===== src/hw/rtl/cpbb_pkg.sv =====
// Shared types, codes and defaults for the clipped page bitmap blitter.
`timescale 1ns / 1ps
`default_nettype none

package cpbb_pkg;

  localparam int unsigned DISPLAY_WIDTH_DEF  = 84;
  localparam int unsigned DISPLAY_HEIGHT_DEF = 48;
  localparam int unsigned DISPLAY_PAGES_DEF  = 6;
  localparam int unsigned BITMAP_BYTES_DEF   = 1024;

  // raw store address before wrapping: column plus row times width, row below 8
  localparam int unsigned RAW_ADDR_W  = 12;
  localparam int unsigned RECIP_SHIFT = 20;

  localparam logic [7:0] CMD_COLUMN = 8'h80;
  localparam logic [7:0] CMD_PAGE   = 8'h40;

  typedef enum logic [1:0] {
    ACT_LOAD  = 2'd0,
    ACT_START = 2'd1,
    ACT_STEP  = 2'd2
  } action_e;

  typedef enum logic [1:0] {
    KIND_NONE = 2'd0,
    KIND_CMD  = 2'd1,
    KIND_DATA = 2'd2
  } kind_e;

  typedef enum logic [1:0] {
    PH_IDLE = 2'd0,
    PH_COL  = 2'd1,
    PH_PAGE = 2'd2,
    PH_DATA = 2'd3
  } phase_e;

  typedef enum logic [1:0] {
    SEQ_IDLE = 2'd0,
    SEQ_MODQ = 2'd1,
    SEQ_MODR = 2'd2,
    SEQ_COMB = 2'd3
  } seq_e;

  // Clipped draw geometry derived from origin, width and page count.
  typedef struct packed {
    logic [7:0] xs;       // first display column
    logic [7:0] xoff;     // first bitmap column shown
    logic [8:0] end_col;  // bitmap column where the visible run stops
    logic [3:0] n_pages;  // display pages touched
    logic [4:0] yoff;     // whole pages of vertical offset
    logic [2:0] shift;    // pixel remainder of vertical offset
    logic       neg;      // origin above the display
    logic [3:0] span;     // bitmap pages that feed the draw
  } geom_t;

endpackage

`default_nettype wire


===== src/hw/rtl/cpbb_geom.sv =====
// Clipping geometry of a draw against the display edges.
`timescale 1ns / 1ps
`default_nettype none

module cpbb_geom #(
  parameter int unsigned DISPLAY_WIDTH = cpbb_pkg::DISPLAY_WIDTH_DEF,
  parameter int unsigned DISPLAY_PAGES = cpbb_pkg::DISPLAY_PAGES_DEF
) (
  input  wire logic signed [7:0] org_x_i,
  input  wire logic signed [7:0] org_y_i,
  input  wire logic        [7:0] width_i,
  input  wire logic        [3:0] pages_i,
  output cpbb_pkg::geom_t        geom_o
);

  localparam logic [8:0] DispW = 9'(DISPLAY_WIDTH);
  localparam logic [4:0] DispP = 5'(DISPLAY_PAGES);

  logic       x_neg;
  logic       y_neg;
  logic [7:0] y_mag;
  logic [8:0] x_lim;
  logic [4:0] y_off;
  logic [4:0] pages5;
  logic [4:0] span5;
  logic [4:0] n_raw;
  logic [4:0] p_lim;

  always_comb begin
    x_neg          = org_x_i[7];
    geom_o.xs      = x_neg ? 8'd0 : $unsigned(org_x_i);
    geom_o.xoff    = x_neg ? 8'(-org_x_i) : 8'd0;
    x_lim          = {1'b0, geom_o.xoff} + DispW - {1'b0, geom_o.xs};
    geom_o.end_col = ({1'b0, width_i} < x_lim) ? {1'b0, width_i} : x_lim;

    y_neg        = org_y_i[7];
    y_mag        = y_neg ? 8'(-org_y_i) : $unsigned(org_y_i);
    y_off        = y_mag[7:3];
    geom_o.yoff  = y_off;
    geom_o.shift = y_mag[2:0];
    geom_o.neg   = y_neg;

    pages5 = {1'b0, pages_i};
    p_lim  = (y_off < DispP) ? DispP - y_off : 5'd0;
    if (y_neg) begin
      span5 = (pages5 > y_off) ? pages5 - y_off : 5'd0;
      n_raw = (span5 < DispP) ? span5 : DispP;
    end else begin
      // a nonzero shift spills the last page into one more display page
      span5 = pages5;
      n_raw = (pages5 == 5'd0) ? 5'd0 : pages5 + {4'd0, geom_o.shift != 3'd0};
      if (n_raw > p_lim) begin
        n_raw = p_lim;
      end
    end
    geom_o.span    = span5[3:0];
    geom_o.n_pages = n_raw[3:0];
  end

endmodule

`default_nettype wire


===== config.mk =====
export PLATFORM = sky130hd
export DESIGN_NAME = cpbb_geom
export DESIGN_NICKNAME = d
export VERILOG_FILES = /design/src/hw/rtl/cpbb_pkg.sv /design/src/hw/rtl/cpbb_geom.sv
export SDC_FILE = /design/constraint.sdc
export NUM_CORES = 1
export LEC_CHECK = 0
export BUFFER_PORTS_ARGS = -buffer_cell sky130_fd_sc_hd__buf_2
export CORE_UTILIZATION = 45
export DETAILED_ROUTE_END_ITERATION = 8
export GPL_TIMING_DRIVEN = 1
export PLACE_DENSITY = 0.78
export SETUP_SLACK_MARGIN = 0.1
export SLEW_MARGIN = 10
export SYNTH_ARGS = -nofsm -noshare
export SYNTH_HDL_FRONTEND = slang
export SYNTH_SLANG_ARGS = --single-unit

===== constraint.sdc =====
create_clock -name vclk -period 7.6
set_input_delay 2.28 -clock vclk [all_inputs]
set_output_delay 2.28 -clock vclk [all_outputs]
set_load 0.1 [all_outputs]

Word-level counts from Yosys, hierarchy flattened
Index checks and enable logic that the tools add are counted.
{ "totals": {"regBits": 0, "elab_cells": 25, "out_inout_bits": 42} }
{ "op_classes": {"addsub": 7, "n_lt_le_gt_ge": 5, "n_mux": 11, "reduce_logical": 2} }
{ "op_table": {"columns": ["cell", "count"], "rows": [
  ["two-way mux 4 bit", 4],
  ["two-way mux 8 bit", 2],
  ["negation 8 bit", 2],
  ["two-way mux 5 bit", 3],
  ["less-than comparator 5 x 3 -> 1 bit, second input constant", 2],
  ["adder 8 x 7 -> 9 bit, second input constant", 1],
  ["less-than comparator 8 x 9 -> 1 bit", 1],
  ["two-way mux 9 bit", 1],
  ["subtractor 9 x 7 -> 9 bit", 1],
  ["two-way mux 7 bit", 1],
  ["adder 4 x 1 -> 5 bit", 1],
  ["greater-than comparator 4 x 5 -> 1 bit", 1],
  ["greater-than comparator 5 bit", 1],
  ["subtractor 3 x 5 -> 5 bit, first input constant", 1],
  ["subtractor 4 x 5 -> 5 bit", 1],
  ["logical NOT 4 bit", 1],
  ["nonzero test 3 bit", 1]
]} }

Longest topological paths before layout
{ "logic_depth": {"depth_word": 8, "mapped_depth": 19, "depth_no_buf": 18} }

Worst setup path after synthesis
Ideal clock, no wire load.
{ "synth_timing": {"kind": "input port to output port", "start": "in org_y_i[0]", "end": "out geom_o[14] (netlist bit)", "arrival_ns": 8.009, "path_slack_ns": -2.689, "stages": 17, "cell_sequence": "inv_1 ha_1 or3b_2 nand2_1 xnor2_1 ha_1 a21oi_1 o221a_2 and2_1 ha_1 nor2b_1 o21a_1 o21ai_0 a21oi_1 nand2b_1 o22a_1 o22ai_1"} }
{ "synth_lines": {"columns": ["element", "line", "source"], "rows": [
  ["from (decl)", "cpbb_geom.sv:10", "input wire logic signed [7:0] org_y_i,"],
  ["to (decl)", "cpbb_geom.sv:13", "output cpbb_pkg::geom_t geom_o"]
]} }

==> flow_summary_export.csv <==
group,metric,value,unit
outcome,status,"complete, but fails checks",
outcome,violations,"negative setup slack",
critical_path,setup.worst_path.class,"in -> out",
timing,hold_slack,4990,ps
run,cap_violations,0,
routing,postRouteAntennaNets,0,
timing,timing.final.ws_setup,-388,ps
power,cellPowerDensity,203,nW/um^2
cells_and_area,design.seq.count,0,
cells_and_area,area_growth,101,%
place,hpwl,5040,um
timing,max_freq,0.125,GHz
yosys,synth_cells,252,
global_route,overflow,0,
critical_path,cp_data_arrival_time,5710,ps
floorplan,die_w,65.0,um
timing,finalCriticalPeriod,7990,ps
power,power_frac_comb,100.0,%
place,routabilityCongestion,0.851,
timing,relSlewSlack,65.1,%
routing,drc,0,
global_route,grt_util_all_layers,36.9,%
routing,drt-initial-drc-count,326,
power,p_leak,1.69,nW
yosys,synth_compound_gate_area_share,21.4,%
cells_and_area,drive_gt1_share,60.1,%
yosys,synth_top_family_by_area,"simple AND/OR/NAND/NOR gates",
yosys,seq_area_frac_synth,0,%
timing,rsz0062_at_grt,"true",
cells_and_area,fillers,75,
yosys,synth_xor_area_share,10.4,%
critical_path,cp-endpoint,"geom_o[17]",
yosys,yosysMostFrequentCell,"inv_1",
cells_and_area,register_area,0,um^2
critical_path,end_kind,"primary output",
timing,hold_viol_final,0,
critical_path,path_max_fanout,8,
cells_and_area,diodes,0,
routing,vias,2847,
floorplan,row_count,22,
power,p_sw,0.000442,W
yosys,yosysTopAreaCellShare,21.7,%
yosys,yosysTopAreaCell,"ha_1",
cells_and_area,postLayoutCoreUtil,95.8,%
yosys,synth.distinct_cells,53,
floorplan,coreArea,3740,um^2
place,port_buffers,68,
routing,wire_per_inst,26.1,um
timing,tightestPinTransition,527,ps
power,p_sw_share,60.7,%
power,peakVddDrop,0.000112,V
timing,post-route-period-util,105,%
power,p_int,0.000286,W
yosys,synthAdderAreaFrac,24.5,%
cells_and_area,num-clock-buffers,0,
yosys,ys.warnings.count,0,
global_route,grt_pass1_wl,12200,um
critical_path,crit_required,5320,ps
routing,drtPass1Iterations,6,
min_path,min_path_cells,3,
floorplan,die_area,4230,um^2
place,place_ws,-311,ps
routing,vias_per_cell,6.79,
timing,setup_violations,13,
yosys,muxShareOfSynthArea,5.74,%
critical_path,worstSetupStartpoint,"org_x_i[1]",
power,seq_power_share,0,%
cells_and_area,fin_nets,434,
floorplan,initial_utilization,47.7,%
routing,wl,10900,um
global_route,grt_max_degree,13,
yosys,synth_simple_gate_area_share,25.3,%
floorplan,io_pins,70,
yosys,syn_area_per_cell,7.09,um^2
power,clkPwrFrac,0,%
yosys,synth_common_cells,"inv_1 (39), ha_1 (31), nand2b_1 (18)",
global_route,grt_pass1_vias,2546,
floorplan,die_h,65.0,um
critical_path,critPathLaunchType,"input pin",
yosys,synthesis.area,1790,um^2
global_route,antenna_found_initial,0,
min_path,min_path_type,"in -> out",
timing,slew_viol_final,0,
yosys,synth_area_leaders,"ha_1 (22%), inv_1 (8.2%), xnor2_1 (6.9%)",
## worst max-delay path: stages
cell     delay, ps
buf_12         120
nor3_4         200
nand2_1        130
xor2_1         160
and2_4         170
ha_1           290
ha_1           360
a21o_1         240
a21oi_2        210
xor2_2         100
ha_1           300
o21ai_1         60
a21oi_1        150
o21a_1         230
buf_12         190
mux2_4         330
buf_12         170
## area by class of cell
type	instances	area [um^2]	share of cell area (%)
Inverter	40	193	5.37
Multi-Input combinational cell	202	2230	62.1
Tap cell	48	60.1	1.67
Timing Repair Buffer	129	1110	30.9
## stage by stage
stage | cells | setup TNS (ps) | total power, W | instance area, um^2
after global routing | 419 | -4910 | 0.000747 | 3590
after CTS | 415 | -926 | 0.000648 | 3410
after detailed placement | 405 | -3110 | 0.000624 | 3250
after global placement | 405 | -1990 | 0.000607 | 3250
final | 419 | -3930 | 0.000728 | 3590
after floorplan | 253 | -4450 | 0.000437 | 2320
## how the worst min path moves through the flow
stage / from / endpoint / slack [ps]
6_report: width_i[1] / geom_o[18] / 4990
5_1_grt: width_i[1] / geom_o[18] / 5000
4_1_cts: width_i[0] / geom_o[17] / 4980
3_5_place_dp: width_i[0] / geom_o[17] / 4980
3_3_place_gp: width_i[1] / geom_o[18] / 4960
2_1_floorplan: org_y_i[2] / geom_o[7] / 4760
## kinds of logic (layout without fill, tap and decap cells)
family	after synthesis	count (layout)
simple gates	82	82
mux	10	10
fa+ha+maj	34	34
buf+inv	51	169
compound gates	54	54
other cells	2	3
xor+xnor	19	19
## cells in the final DEF (no fill, tap or decap), types with 9 or more instances in the layout
cell type	n
ha_1	17
ha_4	11
buf_2	48
buf_12	18
inv_1	30
buf_4	57
nand2b_1	13
nand2_1	14
xnor2_1	9
## power groups by stage
stage                     clock (W)  combinational (W)  sequential, W
after floorplan                   0           0.000437              0
after global placement            0           0.000607              0
after detailed placement          0           0.000624              0
after CTS                         0           0.000648              0
after global routing              0           0.000747              0
final                             0           0.000728              0
## metal layers
| metal | vias to the layer above | GRT usage (%) | share of wire (%) |
|---|---|---|---|
| li1 | 1098 | - | - |
| met1 | 1274 | 42.3 | 31 |
| met2 | 326 | 68.8 | 46 |
| met3 | 149 | 5.11 | 11 |
| met4 | 0 | 13.3 | 11 |
| met5 | - | 0 | 0 |
## what timing repair did
action	in CTS	in global routing
endpoints found under the setup margin	13	15
pin swaps	32	31
hold buffers	0	0
buffers inserted	10	4
resized for setup	24	31
(Power assumes the default switching activity.)
